==> src/hdl/rgbm_pkg.sv <==
// rgbm_pkg: shared types and constants of the rgb median window filter
// pixel and result payload structs, register indexes, default sizes
// no dependencies
package rgbm_pkg;

    localparam int DEF_MAX_WIDTH  = 1024;
    localparam int DEF_MAX_HEIGHT = 1024;
    localparam int DEF_MAX_HALF   = 3;

    localparam logic [1:0] REG_WIDTH  = 2'd0;
    localparam logic [1:0] REG_HEIGHT = 2'd1;
    localparam logic [1:0] REG_LEVEL  = 2'd2;

    typedef struct packed {
        logic [7:0] blue;
        logic [7:0] green;
        logic [7:0] red;
    } rgbm_pixel_t;

    typedef struct packed {
        logic [7:0] red_in;
        logic [7:0] green_in;
        logic [7:0] blue_in;
    } rgbm_in_t;

    typedef struct packed {
        logic [9:0] out_col;
        logic [9:0] out_row;
        logic [7:0] red_out;
        logic [7:0] green_out;
        logic [7:0] blue_out;
        logic       run_last;
        logic       frame_last;
    } rgbm_out_t;

    typedef struct packed {
        logic       start;
        logic       dec;
        logic [2:0] bit_pos;
    } rgbm_sel_ctrl_t;

endpackage

==> src/hdl/rgbm_select.sv <==
// rgbm_select: bitwise order-statistic search for three channels
// counts window values below a trial value, one bit per pass; depends on rgbm_pkg
module rgbm_select
    import rgbm_pkg::*;
#(
    parameter int NW = 8
)
(
    input  logic           clk,
    input  rgbm_sel_ctrl_t ctrl,
    input  logic [NW-1:0]  rank,
    input  rgbm_pixel_t    pix,
    input  logic           pix_valid,
    output rgbm_pixel_t    ans
);

    rgbm_pixel_t   ans_reg;
    logic [NW-1:0] cnt_r_reg, cnt_g_reg, cnt_b_reg;
    logic [7:0]    bit_mask;
    rgbm_pixel_t   trial;

    always_comb
    begin
        bit_mask    = 8'd1 << ctrl.bit_pos;
        trial.red   = ans_reg.red   | bit_mask;
        trial.green = ans_reg.green | bit_mask;
        trial.blue  = ans_reg.blue  | bit_mask;
    end

    always_ff @(posedge clk)
    begin
        if (ctrl.start)
        begin
            ans_reg   <= '0;
            cnt_r_reg <= '0;
            cnt_g_reg <= '0;
            cnt_b_reg <= '0;
        end
        else if (ctrl.dec)
        begin
            // keep the bit while at most rank values lie below the trial
            if (cnt_r_reg <= rank)
            begin
                ans_reg.red <= trial.red;
            end
            if (cnt_g_reg <= rank)
            begin
                ans_reg.green <= trial.green;
            end
            if (cnt_b_reg <= rank)
            begin
                ans_reg.blue <= trial.blue;
            end
            cnt_r_reg <= '0;
            cnt_g_reg <= '0;
            cnt_b_reg <= '0;
        end
        else if (pix_valid)
        begin
            cnt_r_reg <= cnt_r_reg + NW'(pix.red   < trial.red);
            cnt_g_reg <= cnt_g_reg + NW'(pix.green < trial.green);
            cnt_b_reg <= cnt_b_reg + NW'(pix.blue  < trial.blue);
        end
    end

    assign ans = ans_reg;

endmodule

==> config.mk <==
export PLATFORM = sky130hd
export DESIGN_NAME = rgbm_select
export DESIGN_NICKNAME = d
export VERILOG_FILES = /design/src/hdl/rgbm_pkg.sv /design/src/hdl/rgbm_select.sv
export SDC_FILE = /design/constraint.sdc
export NUM_CORES = 1
export LEC_CHECK = 0
export BUFFER_PORTS_ARGS = -buffer_cell sky130_fd_sc_hd__buf_2
export CORE_ASPECT_RATIO = 0.5
export CORE_MARGIN = 4
export CORE_UTILIZATION = 30
export DETAILED_ROUTE_END_ITERATION = 8
export GPL_TIMING_DRIVEN = 1
export MAX_ROUTING_LAYER = met4
export PLACE_DENSITY = 0.57
export RECOVER_POWER = 25
export REMOVE_ABC_BUFFERS = 1
export SETUP_SLACK_MARGIN = 0.02
export SKIP_CTS_REPAIR_TIMING = 1
export SYNTH_ARGS = -nofsm -noshare
export SYNTH_HDL_FRONTEND = slang
export SYNTH_SLANG_ARGS = --single-unit
==> constraint.sdc <==
create_clock -name clk -period 7.4 [get_ports clk]
set_input_delay 0.74 -clock clk [delete_from_list [all_inputs] [get_ports clk]]
set_output_delay 0.74 -clock clk [all_outputs]
set_load 0.01 [all_outputs]
==> run metrics <==
Clk pwr share=42.1%; WP data arrival=3410 ps; Yosys top cell area share=29.9%; RSZ-0062 raised after global routing=no; GRT Resource Usage Total=14.5%; Fmax=314 MHz; total CTS buffers=5; setup tns final=0 ps; Net Sw Power=158 uW; HP Class=flop to flop; CP cell instances=buf_2 > nand2b_1 > nor2_1 > nor2_1 > ha_1 > nand3_1 > o22ai_1 > nor4_1 > o21a_1 > ha_1 > nand4_1 > or3_1 > a21oi_1; max cap viols=0; CP max FO=9; most numerous cell in the Yosys netlist=a21oi_1; crit path max-delay cell type=or3_1; clk buf depth=2; critical path type=input pin to flop; core area=10300 um^2; Power Internal=463 uW; Post-synth EDFFs=0; worst-margin pin slew=705 ps; crit end category=flop; Logic pwr share=14.7%; DR WL/cell=14.4 um; Worst Path Required=7620 ps; clk slew on worst S/H paths=70 ps; Worst Skew=4.32 ps; TritonCTS clock tree=done; clk_lat worst skew=290 ps; # diodes=0; via count=2935; VDD IR max=0.0773 mV; initial antenna violation count=0; min Tclk post-route=3190 ps; placed insts=588; Initial Util=31.2%; row count=26; Netlist cell types=35; critical path startpoint category=input pin; die width=154 um; drt drc=0; post-synthesis cell area=3210 um^2; vias in the first global route=2863; Switching Fraction=25.5%; max FFs per register=24; Syn. warnings=0; register area share after synthesis=29.9%; # setup viols final=0; PD cells=163 nW/um^2; Hold Vio Cnt, Final=0; top post-synthesis cells by count=a21oi_1 (56), ha_1 (51), dfxtp_1 (48); clk root buf=clkbuf_16; layout cells sized above 1=13.2%; multi-input combinational cell area=2160 um^2; Hold Slack=501 ps; H-tree Lvls=2; GP Congestion=0.803; Top-Level Pins=63; fraction of registers with async set/reset=0%; I/O Buffers=62; Crit path max-delay family=simple AND/OR/NAND/NOR gates; Area Growth Syn to Fin=18.3%; static leakage=1.58 nW; number of vias per cell=4.92; Synth area leaders=dfxtp_1 (30%), ha_1 (20%), a21oi_1 (8.7%); outcome=finished clean; Sequential Area=961 um^2; largest net degree at the start of global routing=29; Die Height=81.2 um; main flop type after synthesis=dfxtp_1; hpwl dp=6760 um; Post-Syn Instances=395; Overflow after GRT=0; fin crit share=43.1%; clk sinks=48; Total Nets Final=545; fin. max-slew vios=0; Reg power frac=43.3%; Avg Cell Area, Syn=8.13 um^2; Post-Layout Cell Count=596; Detailed Routing Iterations Pass 1=4; Post-Route WL=8590 um; leading area contributor after synthesis=dfxtp_1; Synth Register Bits=48; starting DRC count in detailed routing=140; Worst slew margin=53.0%; Overall Power=621 uW; CP peak stage delay=420 ps; WP buf/inv=1; Die ar.=12500 um^2; fillers=1062; Detail Route Antenna Nets=0; global-route wire length before repair=14200 um
[metrics by stage]
step                setup slack (ps)  util [%]  instance area, um^2
global route                    4060      36.8                 3800
floorplan                       4520         -                 3170
global placement                4050      35.5                 3660
detailed placement              3980      35.5                 3660
CTS                             4280      37.1                 3820
finish                          4210      36.8                 3800
[per-layer routing]
layer | track usage (%) | part of all wire, % | up-vias
met5 | - | 0 | -
met1 | 17.8 | 48 | 1348
met2 | 24.9 | 47 | 47
met4 | 3.52 | 1.1 | 0
li1 | - | - | 1530
met3 | 2.61 | 3.3 | 10
[tightest hold or removal path: cells and delay by family, from the launching register on]
| kind | cells | cell delay, ps |
|---|---|---|
| flip-flops | 1 | 330 |
| AO/OA/AOI/OAI | 2 | 130 |
[final cells by class]
| class | count | area share, % |
|---|---|---|
| Inverter | 14 | 1.38 |
| Sequential cell | 48 | 25.3 |
| Tap cell | 140 | 4.61 |
| Clock buffer | 6 | 3.39 |
| Multi-Input combinational cell | 324 | 56.8 |
| Clock inverter | 2 | 0.922 |
| Timing Repair Buffer | 62 | 7.57 |
[power groups by stage]
stage | Sequential (mW) | Combinational [mW] | Clock, mW
after floorplan | 0.276 | 0.0535 | 0
after detailed placement | 0.275 | 0.0928 | 0
final | 0.269 | 0.0910 | 0.261
after global placement | 0.275 | 0.0911 | 0
after global routing | 0.270 | 0.106 | 0.275
after CTS | 0.269 | 0.0932 | 0.266
[logic make-up after synthesis]
kind of cell | after synthesis | share of synthesized area [%]
compound gates | 107 | 18.4
xor+xnor | 12 | 3.27
mux | 6 | 1.87
flops | 48 | 29.9
buf+inv | 23 | 2.88
fa+ha+maj | 51 | 19.9
simple gates | 148 | 23.8
[layout by cell type (no fill, tap or decap), types with 2 or more instances in the layout]
| cell | Yosys | final |
|---|---|---|
| dfxtp_1 | 48 | 48 |
| and3_1 | 4 | 4 |
| nand2_1 | 37 | 37 |
| clkbuf_1 | 4 | 19 |
| o22ai_1 | 2 | 2 |
| nor4_1 | 2 | 2 |
| nor3_1 | 2 | 2 |
| buf_2 | 5 | 44 |
| clkbuf_16 | 0 | 5 |
| mux2i_1 | 6 | 6 |
| nand2b_1 | 2 | 2 |
| o21ai_0 | 21 | 21 |
| a21oi_1 | 56 | 56 |
| nor3_2 | 2 | 2 |
| nor2_1 | 38 | 38 |
| o21a_1 | 6 | 6 |
| o2111ai_1 | 3 | 3 |
| a21o_1 | 4 | 4 |
| nor2_2 | 2 | 2 |
| xor2_1 | 12 | 12 |
| or3_1 | 6 | 6 |
| o211ai_1 | 3 | 3 |
| o21ai_1 | 9 | 9 |
| nand4_1 | 15 | 15 |
| ha_1 | 51 | 51 |
| nand3_1 | 2 | 2 |
| inv_1 | 14 | 14 |
| nor2_4 | 3 | 3 |
| nor2b_1 | 29 | 29 |
[worst paths after layout]
kind                start           end  slack, ps  cells after the start
min          cnt_g_reg[7]  cnt_g_reg[7]        500                      2
min reg2reg  cnt_g_reg[7]  cnt_g_reg[7]        500                      2
max reg2reg       ans[18]  cnt_b_reg[7]       4860                     10
max               ctrl[2]  cnt_g_reg[7]       4210                     13
No activity file was read; power rests on OpenSTA's default activity.
